<file path="src/rtl/core/dpsoc_pkg.sv">
package dpsoc_pkg;

   localparam int MAX_NODES = 4096;
   localparam int MAX_TEXT  = 1024;
   localparam int ALPHABET  = 26;

   localparam int NODE_W   = $clog2(MAX_NODES);
   localparam int LET_W    = 5;
   localparam int CHILD_AW = NODE_W + LET_W;
   localparam int CNT_W    = NODE_W + 1;
   localparam int TEXT_AW  = $clog2(MAX_TEXT);
   localparam int LEN_W    = TEXT_AW + 1;
   localparam int WT_W     = 16;
   localparam int SUM_W    = 40;
   localparam int TOT_W    = 32;

   localparam logic [1:0] OP_ADD    = 2'd0;
   localparam logic [1:0] OP_REMOVE = 2'd1;
   localparam logic [1:0] OP_QUERY  = 2'd2;

   localparam logic [1:0] STAT_OK        = 2'd0;
   localparam logic [1:0] STAT_POOL_FULL = 2'd1;
   localparam logic [1:0] STAT_TEXT_LONG = 2'd2;

   typedef struct packed {
      logic clear_en;
      logic ins_take;
      logic ins_check;
      logic wt_update;
      logic qry_take;
      logic q_begin;
      logic q_start;
      logic q_char;
      logic q_step;
      logic q_acc;
      logic next_start;
      logic q_done;
      logic load_rsp;
   } cmd_type;

   typedef struct packed {
      logic clr_last;
      logic ins_go;
      logic last;
      logic err_nz;
      logic start_end;
      logic pos_end;
      logic char_bad;
      logic child_zero;
   } stat_type;

endpackage

</file>
<file path="src/rtl/core/dpsoc_ctrl.sv">
module dpsoc_ctrl (
   input  logic                 clock,
   input  logic                 reset,
   input  logic                 req_valid,
   output logic                 req_ready,
   input  logic [1:0]           req_opcode,
   input  logic                 req_last,
   output logic                 rsp_valid,
   input  logic                 rsp_ready,
   input  dpsoc_pkg::stat_type  stat,
   output dpsoc_pkg::cmd_type   cmd
);
   import dpsoc_pkg::*;

   localparam logic [3:0] S_CLEAR   = 4'd0;
   localparam logic [3:0] S_IDLE    = 4'd1;
   localparam logic [3:0] S_INS_CHK = 4'd2;
   localparam logic [3:0] S_WT_RD   = 4'd3;
   localparam logic [3:0] S_WT_WR   = 4'd4;
   localparam logic [3:0] S_Q_BEGIN = 4'd5;
   localparam logic [3:0] S_Q_START = 4'd6;
   localparam logic [3:0] S_Q_TXT   = 4'd7;
   localparam logic [3:0] S_Q_CH    = 4'd8;
   localparam logic [3:0] S_Q_NX    = 4'd9;
   localparam logic [3:0] S_Q_WT    = 4'd10;
   localparam logic [3:0] S_Q_DONE  = 4'd11;
   localparam logic [3:0] S_OUT     = 4'd12;

   logic [3:0] state_ff, state_in;
   logic       rsp_valid_ff, rsp_valid_in;
   logic       out_free;

   assign req_ready = (state_ff == S_IDLE);
   assign rsp_valid = rsp_valid_ff;
   assign out_free  = !rsp_valid_ff || rsp_ready;

   always_comb begin
      state_in     = state_ff;
      cmd          = '0;
      rsp_valid_in = rsp_valid_ff && !rsp_ready;
      case (state_ff)
         S_CLEAR: begin
            cmd.clear_en = 1'b1;
            if (stat.clr_last) begin
               state_in = S_IDLE;
            end
         end
         S_IDLE: begin
            if (req_valid) begin
               if (req_opcode == OP_ADD || req_opcode == OP_REMOVE) begin
                  cmd.ins_take = 1'b1;
                  if (stat.ins_go) begin
                     state_in = S_INS_CHK;
                  end else if (req_last) begin
                     state_in = S_WT_RD;
                  end
               end else if (req_opcode == OP_QUERY) begin
                  cmd.qry_take = 1'b1;
                  if (req_last) begin
                     state_in = S_Q_BEGIN;
                  end
               end
            end
         end
         S_INS_CHK: begin
            cmd.ins_check = 1'b1;
            state_in = stat.last ? S_WT_RD : S_IDLE;
         end
         S_WT_RD: begin
            state_in = S_WT_WR;
         end
         S_WT_WR: begin
            cmd.wt_update = 1'b1;
            state_in = S_OUT;
         end
         S_Q_BEGIN: begin
            cmd.q_begin = 1'b1;
            state_in = stat.err_nz ? S_Q_DONE : S_Q_START;
         end
         S_Q_START: begin
            if (stat.start_end) begin
               state_in = S_Q_DONE;
            end else begin
               cmd.q_start = 1'b1;
               state_in = S_Q_TXT;
            end
         end
         S_Q_TXT: begin
            if (stat.pos_end) begin
               cmd.next_start = 1'b1;
               state_in = S_Q_START;
            end else begin
               state_in = S_Q_CH;
            end
         end
         S_Q_CH: begin
            if (stat.char_bad) begin
               cmd.next_start = 1'b1;
               state_in = S_Q_START;
            end else begin
               cmd.q_char = 1'b1;
               state_in = S_Q_NX;
            end
         end
         S_Q_NX: begin
            if (stat.child_zero) begin
               cmd.next_start = 1'b1;
               state_in = S_Q_START;
            end else begin
               cmd.q_step = 1'b1;
               state_in = S_Q_WT;
            end
         end
         S_Q_WT: begin
            cmd.q_acc = 1'b1;
            state_in = S_Q_TXT;
         end
         S_Q_DONE: begin
            cmd.q_done = 1'b1;
            state_in = S_OUT;
         end
         S_OUT: begin
            if (out_free) begin
               cmd.load_rsp = 1'b1;
               rsp_valid_in = 1'b1;
               state_in = S_IDLE;
            end
         end
         default: begin
            state_in = S_IDLE;
         end
      endcase
   end

   always_ff @(posedge clock) begin
      if (reset) begin
         state_ff     <= S_CLEAR;
         rsp_valid_ff <= 1'b0;
      end else begin
         state_ff     <= state_in;
         rsp_valid_ff <= rsp_valid_in;
      end
   end

endmodule

</file>
<file path="config.mk">
export PLATFORM = sky130hd
export DESIGN_NAME = dpsoc_ctrl
export DESIGN_NICKNAME = d
export VERILOG_FILES = /design/src/rtl/core/dpsoc_pkg.sv /design/src/rtl/core/dpsoc_ctrl.sv
export SDC_FILE = /design/constraint.sdc
export NUM_CORES = 1
export LEC_CHECK = 0
export ABC_AREA = 1
export ABC_CLOCK_PERIOD_IN_PS = 1900
export BUFFER_PORTS_ARGS = -buffer_cell sky130_fd_sc_hd__buf_4
export CAP_MARGIN = 25
export CORE_MARGIN = 5
export CORE_UTILIZATION = 35
export DETAILED_ROUTE_END_ITERATION = 16
export MAX_ROUTING_LAYER = met4
export PLACE_DENSITY = 0.64
export SETUP_SLACK_MARGIN = 0.02
export SLEW_MARGIN = 20
export SYNTH_ARGS = -nofsm -noshare
export SYNTH_HDL_FRONTEND = slang
export SYNTH_SLANG_ARGS = --single-unit
</file>
<file path="constraint.sdc">
create_clock -name clock -period 1.9 [get_ports clock]
set_input_delay 0.095 -clock clock [delete_from_list [all_inputs] [get_ports clock]]
set_output_delay 0.095 -clock clock [all_outputs]
set_load 0.02 [all_outputs]
</file>
# Word level (Yosys, flattened, before mapping)
# Index checks and enable logic that the tools add are counted.
classes:
  muxes: 42
  reduce_logical: 9
  n_eq_ne: 20
ops:
  columns: ["operator", "count"]
  rows:
  - ["4-bit 2-to-1 mux", 13]
  - ["4-bit case mux with 12 select lines", 1]
  - ["1-bit 2-to-1 mux", 26]
  - ["4-bit == test (second input constant)", 5]
  - ["4-bit by 3-bit == test with 1-bit output (second input constant)", 4]
  - ["3-bit by 1-bit != test with 1-bit output (second input constant)", 3]
  - ["4-bit by 2-bit == test with 1-bit output (second input constant)", 2]
  - ["2-bit != test (second input constant)", 3]
  - ["6-bit AND reduction", 1]
  - ["4-bit by 1-bit == test with 1-bit output (second input constant)", 1]
  - ["4-bit zero test", 1]
  - ["1-bit case mux with 3 select lines", 1]
  - ["2-bit by 1-bit == test with 1-bit output (second input constant)", 1]
  - ["2-bit == test (second input constant)", 1]
  - ["1-bit zero test", 2]
  - ["2-bit zero test", 1]
  - ["1-bit logical OR", 2]
  - ["2-bit 2-to-1 mux", 1]
  - ["2-bit OR reduction", 1]
  - ["1-bit logical AND", 1]
totals:
  regBits: 5
  input_bits: 15

# Depth between registers and ports, before layout
# Gate-level depths: netlist of run 1.
depth:
  depth_word: 5
  ltp_mapped: 10

# Worst setup path after synthesis of run 1
# No wires, ideal clock.
synth_path:
  path_kind: "reg2out"
  from: "reg state_ff[0]"
  to: "out cmd[8] (netlist name)"
  path_stages_with_launch: 5
  slack_ns: 0.585
  required_time_ns: 1.805
  n_path_buf: 0
  arrival_ns: 1.220
  path_cell_list: "dfxtp_1 > inv_2 > nor2_4 > nand3_1 > nor3_1"
synth_rtl:
  columns: ["item", "line_no", "rtl"]
  rows:
  - ["from (decl)", "dpsoc_ctrl.sv:29", "logic [3:0] state_ff, state_in;"]
  - ["from (signal assigned)", "dpsoc_ctrl.sv:140", "state_ff <= state_in;"]
  - ["to (decl)", "dpsoc_ctrl.sv:11", "output dpsoc_pkg::cmd_type cmd"]

==> out/metrics.yaml, run 1 <==
clock_tree:
  cts-resized-gates: 0
  clockBufferDepth: 2
  cts_tree: "built"
  clkTransAtPathRegs_ps: 50
  clk_latency_ps: 250
  clkSinkCount: 5
  cts_buffers: 3
  postCtsSetupBuffers: 0
  root_buffer: "clkbuf_4"
  h-tree-depth: 1
  hold_buffers: 0
finish:
  diodes: 0
  num-nets-final: 154
  syn_to_final_growth_pct: 46.5
  drive_gt1_share_pct: 38.4
logic_synthesis:
  synth.cell_area_um2: 568
  syn-num-nets: 120
  synthDistinctLibCells: 17
  syn-instance-count: 105
  yosys_warnings: 0
  synth-seq-cells: 5
  synth_area_per_cell_um2: 5.41
  seq_area_frac_synth_pct: 17.6
route:
  wire_per_inst_um: 11.6
  dr.pass1.iters: 4
  ant_nets: 0
  num_vias: 773
  drt_iter0_markers: 18
  avgViaCountPerCell: 5.02
  drcViolationCount: 0
  wl_um: 1790
run_status:
  status: "completed"
timing:
  setup_viol: 0
  hold_violations: 0
  rsz0062_at_grt: "no"
  slew_headroom_pct: 77.9
  hold-worst-slack_ps: 30.7
  slew_viol_final: 0
  setup-tns-final_ps: 0
  finClkSkew_ps: 12.8
  worst_pin_slew_ps: 330
  finalCritPeriodShare_pct: 80.1
  layout_min_cycle_time_ps: 1520
  max_freq_mhz: 657
grt:
  grt_use_met1_pct: 17.9
  use_met3_pct: 2.66
  grtUsageTotal_pct: 14.8
  grt_max_degree: 7
  grt_pass1_vias: 754
  busiest_layer: "met2"
  grt-ovfl-total: 0
  antenna_found_initial: 0
  gr-usage-met2_pct: 23.4
  grt_pass1_wl_um: 2940
critical_path:
  cp_num_buf_inv: 2
  crit_chain: "inv_2, nor2_4, nand3_1, nor3_1, buf_4"
  arrival_ps: 1430
  crit_fanout: 5
  crit_required_ps: 1800
  slowest_stage: "dfxtp_1"
  end_kind: "output pin"
  startpoint_type: "flip-flop"
  critPathTopFamily: "simple AND/OR/NAND/NOR gates"
  max_stage_delay_ps: 460
  path_class: "reg2out"
placed_design:
  gp_congestion: 0.861
  port_buffers: 29
  hpwl_um: 1510
flow_run:
  drv_cap: 0
pwr:
  ir_drop_mv: 0.573
  leakagePower_nw: 0.536
  cellPowerDensity_mw_per_mm2: 817
worst_hold_path:
  hold_path_class: "in2reg"
floorplanning:
  die_w_um: 50.3
  fp-row-count: 14
  initial_core_util_pct: 37.3
  dieArea_mm2: 0.00253
  coreArea_mm2: 0.00152
  fp.dieH_um: 50.3
  ios: 30
==> worst register-to-register path: cells and delay by family, from the launching register on <==
family | cells | cell delay (ps)
AND/OR/NAND/NOR | 6 | 490
flip-flops | 1 | 460
buffers and inverters | 3 | 200
AO/OA/AOI/OAI | 1 | 90
==> sequential cells by signal, indices dropped and copies added (netlist names) <==
register,count
rsp_valid,1
state_ff,4
==> worst paths after layout <==
kind / startpoint / endpoint / cells past startpoint / slack (ps)
setup / recovery: state_ff[0]$_SDFFE_PP0P_ / cmd[8] / 5 / 380
hold / removal: reset / state_ff[1]$_SDFFE_PP0P_ / 2 / 30
setup reg to reg: state_ff[0]$_SDFFE_PP0P_ / state_ff[3]$_SDFFE_PP0P_ / 10 / 620
hold reg to reg: rsp_valid$_SDFF_PP0_ / state_ff[2]$_SDFFE_PP0P_ / 4 / 620
==> cell usage after synthesis (all sizes together) <==
library cell,instances,area (µm²)
o21ai,3,15.0
nor4,1,6.26
nor3,4,25.0
nand2,30,128
nor2,21,109
dfxtp,5,100
nand3,14,75.1
inv,23,86.3
a21oi,4,23.8
==> cells in the final DEF, fill, tap and decap left out, drive strengths merged <==
cell     n
nand3   14
o21ai    3
nor2    21
nor4     1
inv     23
a21oi    4
nor3     4
dfxtp    5
nand2   30
clkbuf   4
buf     29
==> kinds of logic after synthesis <==
family	count (synthesis)	synth area share, %
compound gates	7	6.83
flops	5	17.6
simple gates	70	60.4
buf+inv	23	15.2
==> metal layers <==
layer / part of all wire [%] / up-vias
met5: 0 / -
met4: 1.1 / 0
met3: 5.3 / 2
met2: 51 / 37
met1: 43 / 345
li1: - / 389
==> where the power goes <==
group          switching, mW  internal, mW
clock                 0.0487        0.0798
combinational          0.253         0.147
sequential            0.0293         0.122
==> final cells by class <==
cell class | instances | area, µm²
clock buffers | 4 | 26.3
fillers | 154 | 692
inverters | 23 | 86.3
multi-input cells | 77 | 382
flip-flops and latches | 5 | 100
well taps | 16 | 20.0
repair buffers | 29 | 218
==> per-stage QoR <==
stage               utilization (%)  power (mW)  cell area, µm²  worst slack, ps  std cells
detailed placement             52.9       0.551             806              593        150
global route                   54.6       0.730             832              246        154
finish                         54.6       0.680             832              378        154
global placement               52.9       0.552             806              592        150
floorplan                         -       0.420             568              585        105
CTS                            54.6       0.677             832              358        154
No activity file was read; power rests on OpenSTA's default activity.
==> inputs of run 2 (changes only) <==
--- a/config.mk
+++ b/config.mk
@@ -6,14 +6,14 @@
 export NUM_CORES = 1
 export LEC_CHECK = 0
 export ABC_AREA = 1
-export ABC_CLOCK_PERIOD_IN_PS = 1900
+export ABC_CLOCK_PERIOD_IN_PS = 1400
 export BUFFER_PORTS_ARGS = -buffer_cell sky130_fd_sc_hd__buf_4
 export CAP_MARGIN = 25
 export CORE_MARGIN = 5
 export CORE_UTILIZATION = 35
 export DETAILED_ROUTE_END_ITERATION = 16
 export MAX_ROUTING_LAYER = met4
-export PLACE_DENSITY = 0.64
+export PLACE_DENSITY = 0.66
 export SETUP_SLACK_MARGIN = 0.02
 export SLEW_MARGIN = 20
 export SYNTH_ARGS = -nofsm -noshare
==> constraint.sdc (replaced) <==
create_clock -name clock -period 1.4 [get_ports clock]
set_input_delay 0.07 -clock clock [delete_from_list [all_inputs] [get_ports clock]]
set_output_delay 0.07 -clock clock [all_outputs]
set_load 0.02 [all_outputs]
==> out/metrics.yaml, run 2 (synthesis gave the netlist of run 1 again) <==
run_status:
  status: "completed"
finish:
  regArea_um2: 113
  diodes: 0
  fin_util_pct: 61.4
  num-nets-final: 158
  fill_cells: 158
  final_common_cell: "buf_4"
  multi_input_area_um2: 437
  layout_common_cells: "buf_4 (32), nand2_1 (23), inv_1 (17)"
  fin_area_um2: 936
  drive_gt1_share_pct: 48.6
  largest_reg_flops: 4
  regMostFlops: "state_ff"
  syn_to_final_growth_pct: 64.8
pwr:
  ir_drop_mv: 0.875
  cellPowerDensity_mw_per_mm2: 1130
  leakagePower_nw: 0.566
  power_mw: 1.06
placed_design:
  hpwl_um: 1500
  post-place-ws_ps: 79.5
  gp_congestion: 0.969
  place_area_um2: 806
  port_buffers: 29
timing:
  rsz0062_at_grt: "yes"
  slew_headroom_pct: 79.9
  timing.final.ws_setup_ps: 69.1
  finClkSkew_ps: 0.584
  setup_viol: 0
  hold_violations: 0
  max_freq_mhz: 751
  slew_viol_final: 0
  finalCritPeriodShare_pct: 95.1
  layout_min_cycle_time_ps: 1330
  worst_pin_slew_ps: 301
  hold-worst-slack_ps: 9.24
critical_path:
  slowest_stage: "dfxtp_2"
  end_kind: "output pin"
  crit_fanout: 4
  max_stage_delay_ps: 340
  cp_num_buf_inv: 4
  startpoint_type: "flip-flop"
  path_class: "reg2out"
  crit_chain: "inv_2, buf_4, nand2_2, nor2_1, nand2_1, inv_1, buf_4"
  arrival_ps: 1260
  crit_required_ps: 1330
  critPathMostFrequentCell: "buf_4"
  critPathTopFamily: "buffers and inverters"
grt:
  grt_max_degree: 7
  grt-ovfl-total: 0
  grt_pass1_wl_um: 3060
  antenna_found_initial: 0
  grtUsageTotal_pct: 15.4
  grt_pass1_vias: 775
flow_run:
  drv_cap: 0
floorplanning:
  fp.dieH_um: 50.3
  ios: 30
  fp-row-count: 14
  die_w_um: 50.3
  coreArea_mm2: 0.00152
  dieArea_mm2: 0.00253
  initial_core_util_pct: 37.3
route:
  num_vias: 777
  wire_per_inst_um: 11.9
  dr.pass1.iters: 4
  wl_um: 1880
  drcViolationCount: 0
  drt_iter0_markers: 20
  ant_nets: 0
  avgViaCountPerCell: 4.92
worst_hold_path:
  hold_path_class: "in2reg"
clock_tree:
  cts_buffers: 3
  clockBufferDepth: 2
  root_buffer: "clkbuf_4"
  clkTransAtPathRegs_ps: 40
  clk_latency_ps: 240
  clkSinkCount: 5
  h-tree-depth: 1
  cts_tree: "built"
-- run 2: cell types whose count changed in the layout (fill, tap and decap cells not counted), moves of 2 or more --
cell | before | now
nor2_1 | 13 | 11
nand2_1 | 26 | 23
buf_4 | 29 | 32
nor2_2 | 6 | 4
nand2_2 | 3 | 6
nand3_1 | 13 | 11
dfxtp_4 | 0 | 3
nor2_4 | 2 | 6
dfxtp_1 | 5 | 1
-- run 2: worst paths after layout --
kind	start	end	slack (ps)	cells past startpoint
worst max-delay path	state_ff[1]$_SDFFE_PP0P_	cmd[5]	70	7
worst min-delay path	reset	state_ff[2]$_SDFFE_PP0P_	9	2
worst max register to register	state_ff[1]$_SDFFE_PP0P_	state_ff[2]$_SDFFE_PP0P_	110	9
worst min register to register	rsp_valid$_SDFF_PP0_	state_ff[2]$_SDFFE_PP0P_	610	4
-- run 2: report_power, final --
group          internal, mW  total, mW  switching, mW
Combinational         0.272      0.669          0.397
Clock                 0.108      0.169         0.0612
Sequential            0.175      0.222         0.0475
Total                 0.555       1.06          0.506
-- run 2: worst reg2reg max path: cells and delay by family (launching register included) --
| family | cells | cell delay (ps) |
|---|---|---|
| AO/OA/AOI/OAI | 1 | 110 |
| buffers and inverters | 2 | 210 |
| AND/OR/NAND/NOR | 6 | 530 |
| flip-flops | 1 | 380 |
-- run 2: stage by stage --
| step | cells | setup TNS, ps |
|---|---|---|
| final | 158 | 0 |
| after global routing | 158 | -13.3 |
| after CTS | 154 | 0 |
| after detailed placement | 150 | 0 |
| after global placement | 150 | 0 |
| after floorplan | 105 | 0 |
-- run 2: timing repair --
item / CTS / global route
endpoints found under the setup margin: 3 / 8
hold buffers: 0 / 0
pin swaps: 1 / 4
gates cloned: 0 / 0
setup buffers: 0 / 4
resized for setup: 6 / 16
-- run 2: area by class of cell --
class	count	share of cell area [%]
Multi-Input combinational cell	77	46.7
Timing Repair Buffer	33	26.9
Inverter	23	9.49
Clock buffer	4	2.81
Tap cell	16	2.14
Sequential cell	5	12.0
-- run 2: per-layer routing --
metal / part of all wire [%] / vias up / global-route usage, %
met5: 0 / - / -
met4: 1.2 / 0 / 6.11
met3: 6.4 / 4 / 3.55
met2: 52 / 29 / 26.6
met1: 40 / 347 / 16.8
li1: - / 397 / -
